### config.mk
export PLATFORM = sky130hd
export DESIGN_NAME = wva_mul
export DESIGN_NICKNAME = d
export VERILOG_FILES = /design/src/rtl/core/wva_pkg.sv /design/src/rtl/core/wva_mul.sv
export SDC_FILE = /design/constraint.sdc
export NUM_CORES = 2
export LEC_CHECK = 0
export BUFFER_PORTS_ARGS = -buffer_cell sky130_fd_sc_hd__buf_2
export CORE_MARGIN = 2
export CORE_UTILIZATION = 50
export CTS_BUF_LIST = sky130_fd_sc_hd__clkbuf_4 sky130_fd_sc_hd__clkbuf_8
export DETAILED_ROUTE_END_ITERATION = 16
export PLACE_DENSITY_LB_ADDON = 0.3
export SKIP_LAST_GASP = 1
export SLEW_MARGIN = 20
export SYNTH_ARGS = -nofsm -noshare
export SYNTH_HDL_FRONTEND = slang
export SYNTH_SLANG_ARGS = --single-unit
### constraint.sdc
create_clock -name clk_i -period 10.75 [get_ports clk_i]
set_input_delay 2.6875 -clock clk_i [delete_from_list [all_inputs] [get_ports clk_i]]
set_output_delay 2.6875 -clock clk_i [all_outputs]
set_load 0.03 [all_outputs]
### src/rtl/core/wva_pkg.sv
// shared constants, codes and struct types for the wavetable voice
// no dependencies; used by the interfaces, the arithmetic units and the top level
package wva_pkg;

  // waveform table
  localparam int TABLE_SIZE = 128;
  localparam int TABLE_AW   = $clog2(TABLE_SIZE);
  localparam int FRAC_W     = 16;
  localparam int PHASE_W    = TABLE_AW + FRAC_W;

  // transaction field widths
  localparam int CMD_W   = 2;
  localparam int STEP_W  = 23;
  localparam int VEL_W   = 16;
  localparam int ADDR_W  = 7;
  localparam int DATA_W  = 16;
  localparam int SMP_W   = 16;

  // configuration
  localparam int LEN_W      = 24;
  localparam int LVL_W      = 16;
  localparam int CFG_IDX_W  = 2;
  localparam int CFG_DATA_W = 24;

  // envelope and level, 1.0 is 2^16
  localparam int ENV_W = 17;
  localparam logic [ENV_W-1:0] ENV_ONE = ENV_W'(65536);

  // level = 1 + (3*vel + 10) / 20
  localparam int VEL3_W = VEL_W + 2;
  localparam logic [VEL3_W-1:0] GAIN_RND = VEL3_W'(10);

  // shared multiplier
  localparam int MUL_AW = 35;
  localparam int MUL_BW = 25;
  localparam int MUL_PW = MUL_AW + MUL_BW;

  // x / 20 as (x >> 2) * 52429 >> 18, exact for any 18-bit x
  localparam logic [MUL_BW-1:0] GAIN_RECIP = MUL_BW'(52429);
  localparam int                GAIN_SHIFT = 18;

  // shared divider: quotient known to fit DIV_QW bits
  localparam int DIV_DW = LEN_W;
  localparam int DIV_QW = 17;
  localparam int DIV_NW = DIV_DW + DIV_QW;
  localparam int DIV_CW = $clog2(DIV_QW + 1);

  typedef enum logic [CMD_W-1:0] {
    CMD_TICK        = 2'd0,
    CMD_NOTE_ON     = 2'd1,
    CMD_NOTE_OFF    = 2'd2,
    CMD_TABLE_WRITE = 2'd3
  } cmd_e;

  typedef enum logic [CFG_IDX_W-1:0] {
    CFG_ATTACK_LEN    = 2'd0,
    CFG_DECAY_LEN     = 2'd1,
    CFG_SUSTAIN_LEVEL = 2'd2,
    CFG_RELEASE_LEN   = 2'd3
  } cfg_idx_e;

  typedef struct packed {
    logic                     en;
    logic signed [MUL_AW-1:0] a;
    logic signed [MUL_BW-1:0] b;
  } mul_req_t;

  typedef struct packed {
    logic              start;
    logic [DIV_NW-1:0] dividend;
    logic [DIV_DW-1:0] divisor;
  } div_req_t;

  typedef struct packed {
    logic              busy;
    logic [DIV_QW-1:0] quotient;
  } div_stat_t;

  // a stage length of zero counts as one
  function automatic logic [LEN_W-1:0] len_or_one(input logic [LEN_W-1:0] v);
    len_or_one = (v == '0) ? LEN_W'(1) : v;
  endfunction

endpackage

### src/rtl/core/wva_mul.sv
// shared signed multiplier with registered product
// depends on wva_pkg for mul_req_t and widths
module wva_mul (
  input  logic                              clk_i,
  input  wva_pkg::mul_req_t                 req_i,
  output logic signed [wva_pkg::MUL_PW-1:0] p_o
);

  logic signed [wva_pkg::MUL_PW-1:0] a_ext;
  logic signed [wva_pkg::MUL_PW-1:0] b_ext;
  logic signed [wva_pkg::MUL_PW-1:0] p_q;

  assign a_ext = wva_pkg::MUL_PW'(req_i.a);
  assign b_ext = wva_pkg::MUL_PW'(req_i.b);

  always_ff @(posedge clk_i) begin
    if (req_i.en) begin
      p_q <= a_ext * b_ext;
    end
  end

  assign p_o = p_q;

endmodule

==> impl_metrics.py <==
metrics = {
    "run_status": {
        "outcome": "complete, no violations",
    },
    "min_path": {
        "hp-class": "in -> reg",
    },
    "worst_setup_path": {
        "path_delay_family": "adder cells",
        "timing_worst_setup_path_type": "in -> reg",
        "end_kind": "register",
        "cpPeakStageDelay_ps": 660,
        "cp_num_buf_inv": 6,
        "arrival_ps": 10570,
        "crit_required_ps": 10990,
        "cp_max_fo": 22,
        "startpoint_type": "input port",
        "crit_path_frequent_cell": "fa_1",
        "worstPathCellList": "buf_2 -> buf_4 -> nand2_1 -> fa_1 -> fa_1 -> inv_1 -> fa_1 -> inv_1 -> fa_1 -> inv_1 -> fa_1 -> fa_1 -> fa_1 -> ha_1 -> a21oi_1 -> o21bai_1 -> a2111oi_0 -> o21ai_0 -> a21oi_2 -> a211oi_1 -> buf_4 -> o21ai_1 -> nor2_1 -> a211oi_1",
        "slowest_stage": "a21oi_2",
    },
    "drt": {
        "drc": 0,
        "drtPass1Iterations": 5,
        "drtIter0Drc": 1292,
        "wire_per_inst_um": 19.7,
        "vias": 22600,
        "ant_nets": 0,
        "via_per_inst": 5.27,
        "drt-total-wl_mm": 84.4,
    },
    "yosys": {
        "yosys_warnings": 0,
        "synth-edff-count": 60,
        "synth_seq_area_share_pct": 5.55,
        "yosysMostFrequentCell": "fa_1",
        "ys_ff_latch": 60,
        "syn_nets": 4524,
        "synth_area_leader_cell": "fa_1",
        "synth_common_cells": "888 x fa_1, 872 x inv_1, 443 x nand2_1",
        "syn_area_per_cell_um2": 9.51,
        "ys_async_sr_fraction_pct": 0,
        "netlist.area_leader.share_pct": 54.8,
        "synth_cell_type_count": 61,
        "netlist_top_cells_area": "fa_1 55%, inv_1 10%, and2_1 8.4%",
        "synth_cells": 3413,
        "synthesis.area_mm2": 0.0325,
        "ys.flop_type": "edfxtp_1",
    },
    "placed_design": {
        "dpl.hpwl_mm": 68.3,
        "gp_congestion": 0.919,
        "port_buffers": 121,
    },
    "die": {
        "die-height_um": 259,
        "die_x_um": 259,
        "ios": 122,
        "core_area_mm2": 0.0643,
        "dieArea_mm2": 0.0670,
        "start_util_pct": 50.4,
        "core.rowCount": 93,
    },
    "clock_tree": {
        "cts.sink_count": 60,
        "hold_buffers": 0,
        "clk_pin_slew_worst_paths_ps": 90,
        "numCtsBuffers": 9,
        "cts_resized": 0,
        "cts_buffer_depth": 2,
        "cts_tree": "built",
        "htreeDepth": 3,
        "post_cts_buffers": 0,
        "root_buffer": "clkbuf_8",
    },
    "layout": {
        "drive_above_1_share_pct": 5.93,
        "nNetsFinal": 4531,
        "syn_to_final_growth_pct": 4.88,
        "largest_register_ffs": 60,
        "fin_util_pct": 52.9,
    },
    "global_route": {
        "grt_pass1_vias": 25300,
        "track_usage_pct": 27.1,
        "grt_max_degree": 61,
        "grt_first_pass_wirelength_mm": 139,
        "antenna_found_initial": 4,
        "grt-ovfl-total": 0,
    },
    "sta": {
        "slew_headroom_pct": 40.9,
        "setup_violations": 0,
        "hold_viol_final": 0,
        "finalSetupTns_ps": 0,
        "grt_setup_unrepaired": "no",
        "slew_viol_final": 0,
        "fmaxAchievable_mhz": 96.8,
        "post-route-period-util_pct": 96.1,
        "tightest_slew_ps": 887,
        "period_needed_ps": 10330,
    },
    "run": {
        "maxCapViolCount": 0,
    },
}
area by class of cell:
class / instances / area (µm²)
antenna: 2 / 5.00
clock buffer: 9 / 124
clock inverter: 7 / 98.8
fill: 5895 / 30300
inverter: 873 / 3280
multi-input combinational: 2310 / 26700
sequential: 60 / 1800
tap: 855 / 1070
timing repair buffer: 166 / 943
cell families after synthesis:
family | after synthesis | share of synthesized area [%]
xor gates and xnor gates | 62 | 1.67
AOI/OAI and AO/OA | 192 | 4.08
DFF | 60 | 5.55
muxes | 1 | 0.0308
buffers and inverters | 1043 | 12.1
and+or+nand+nor | 1006 | 15.6
adders and majority gates | 1049 | 61.0
per-layer routing:
metal | vias to the layer above | part of all wire [%] | GRT usage (%)
met5 | - | 0.015 | 0
met2 | 764 | 50 | 46.4
met4 | 2 | 3.8 | 10.1
met1 | 11800 | 39 | 34.4
met3 | 192 | 6.9 | 4.84
li1 | 9792 | - | -
final timing paths:
kind / startpoint / end / slack [ps] / cells after the start
worst min-delay path: req_i[60] / p_o[58]$_DFFE_PP_ / 2940 / 2
worst max-delay path: req_i[11] / p_o[59]$_DFFE_PP_ / 420 / 24
through the flow:
step | std cells | area, µm² | hold WS [ps] | setup slack (ps)
global route | 4281 | 34000 | 2990 | 174
floorplan | 3413 | 32500 | 2800 | 1510
detailed placement | 4264 | 33800 | 3160 | 214
global placement | 4264 | 33800 | 3170 | 177
finish | 4282 | 34000 | 2940 | 422
CTS | 4280 | 34000 | 2960 | 638
layout by cell type, fill, tap and decap left out, drive strengths merged, types with 18 or more instances in the layout:
master  instances
o21ai          37
buf           166
ha            161
a21oi          55
inv           874
xnor2          44
a21o           26
fa            888
nand2         443
nor2           53
xor2           18
edfxtp         60
and2          437
Power is left out: the tool's default activity adds up to more than one toggle a clock period on the data nets, which glitch-free logic cannot reach.
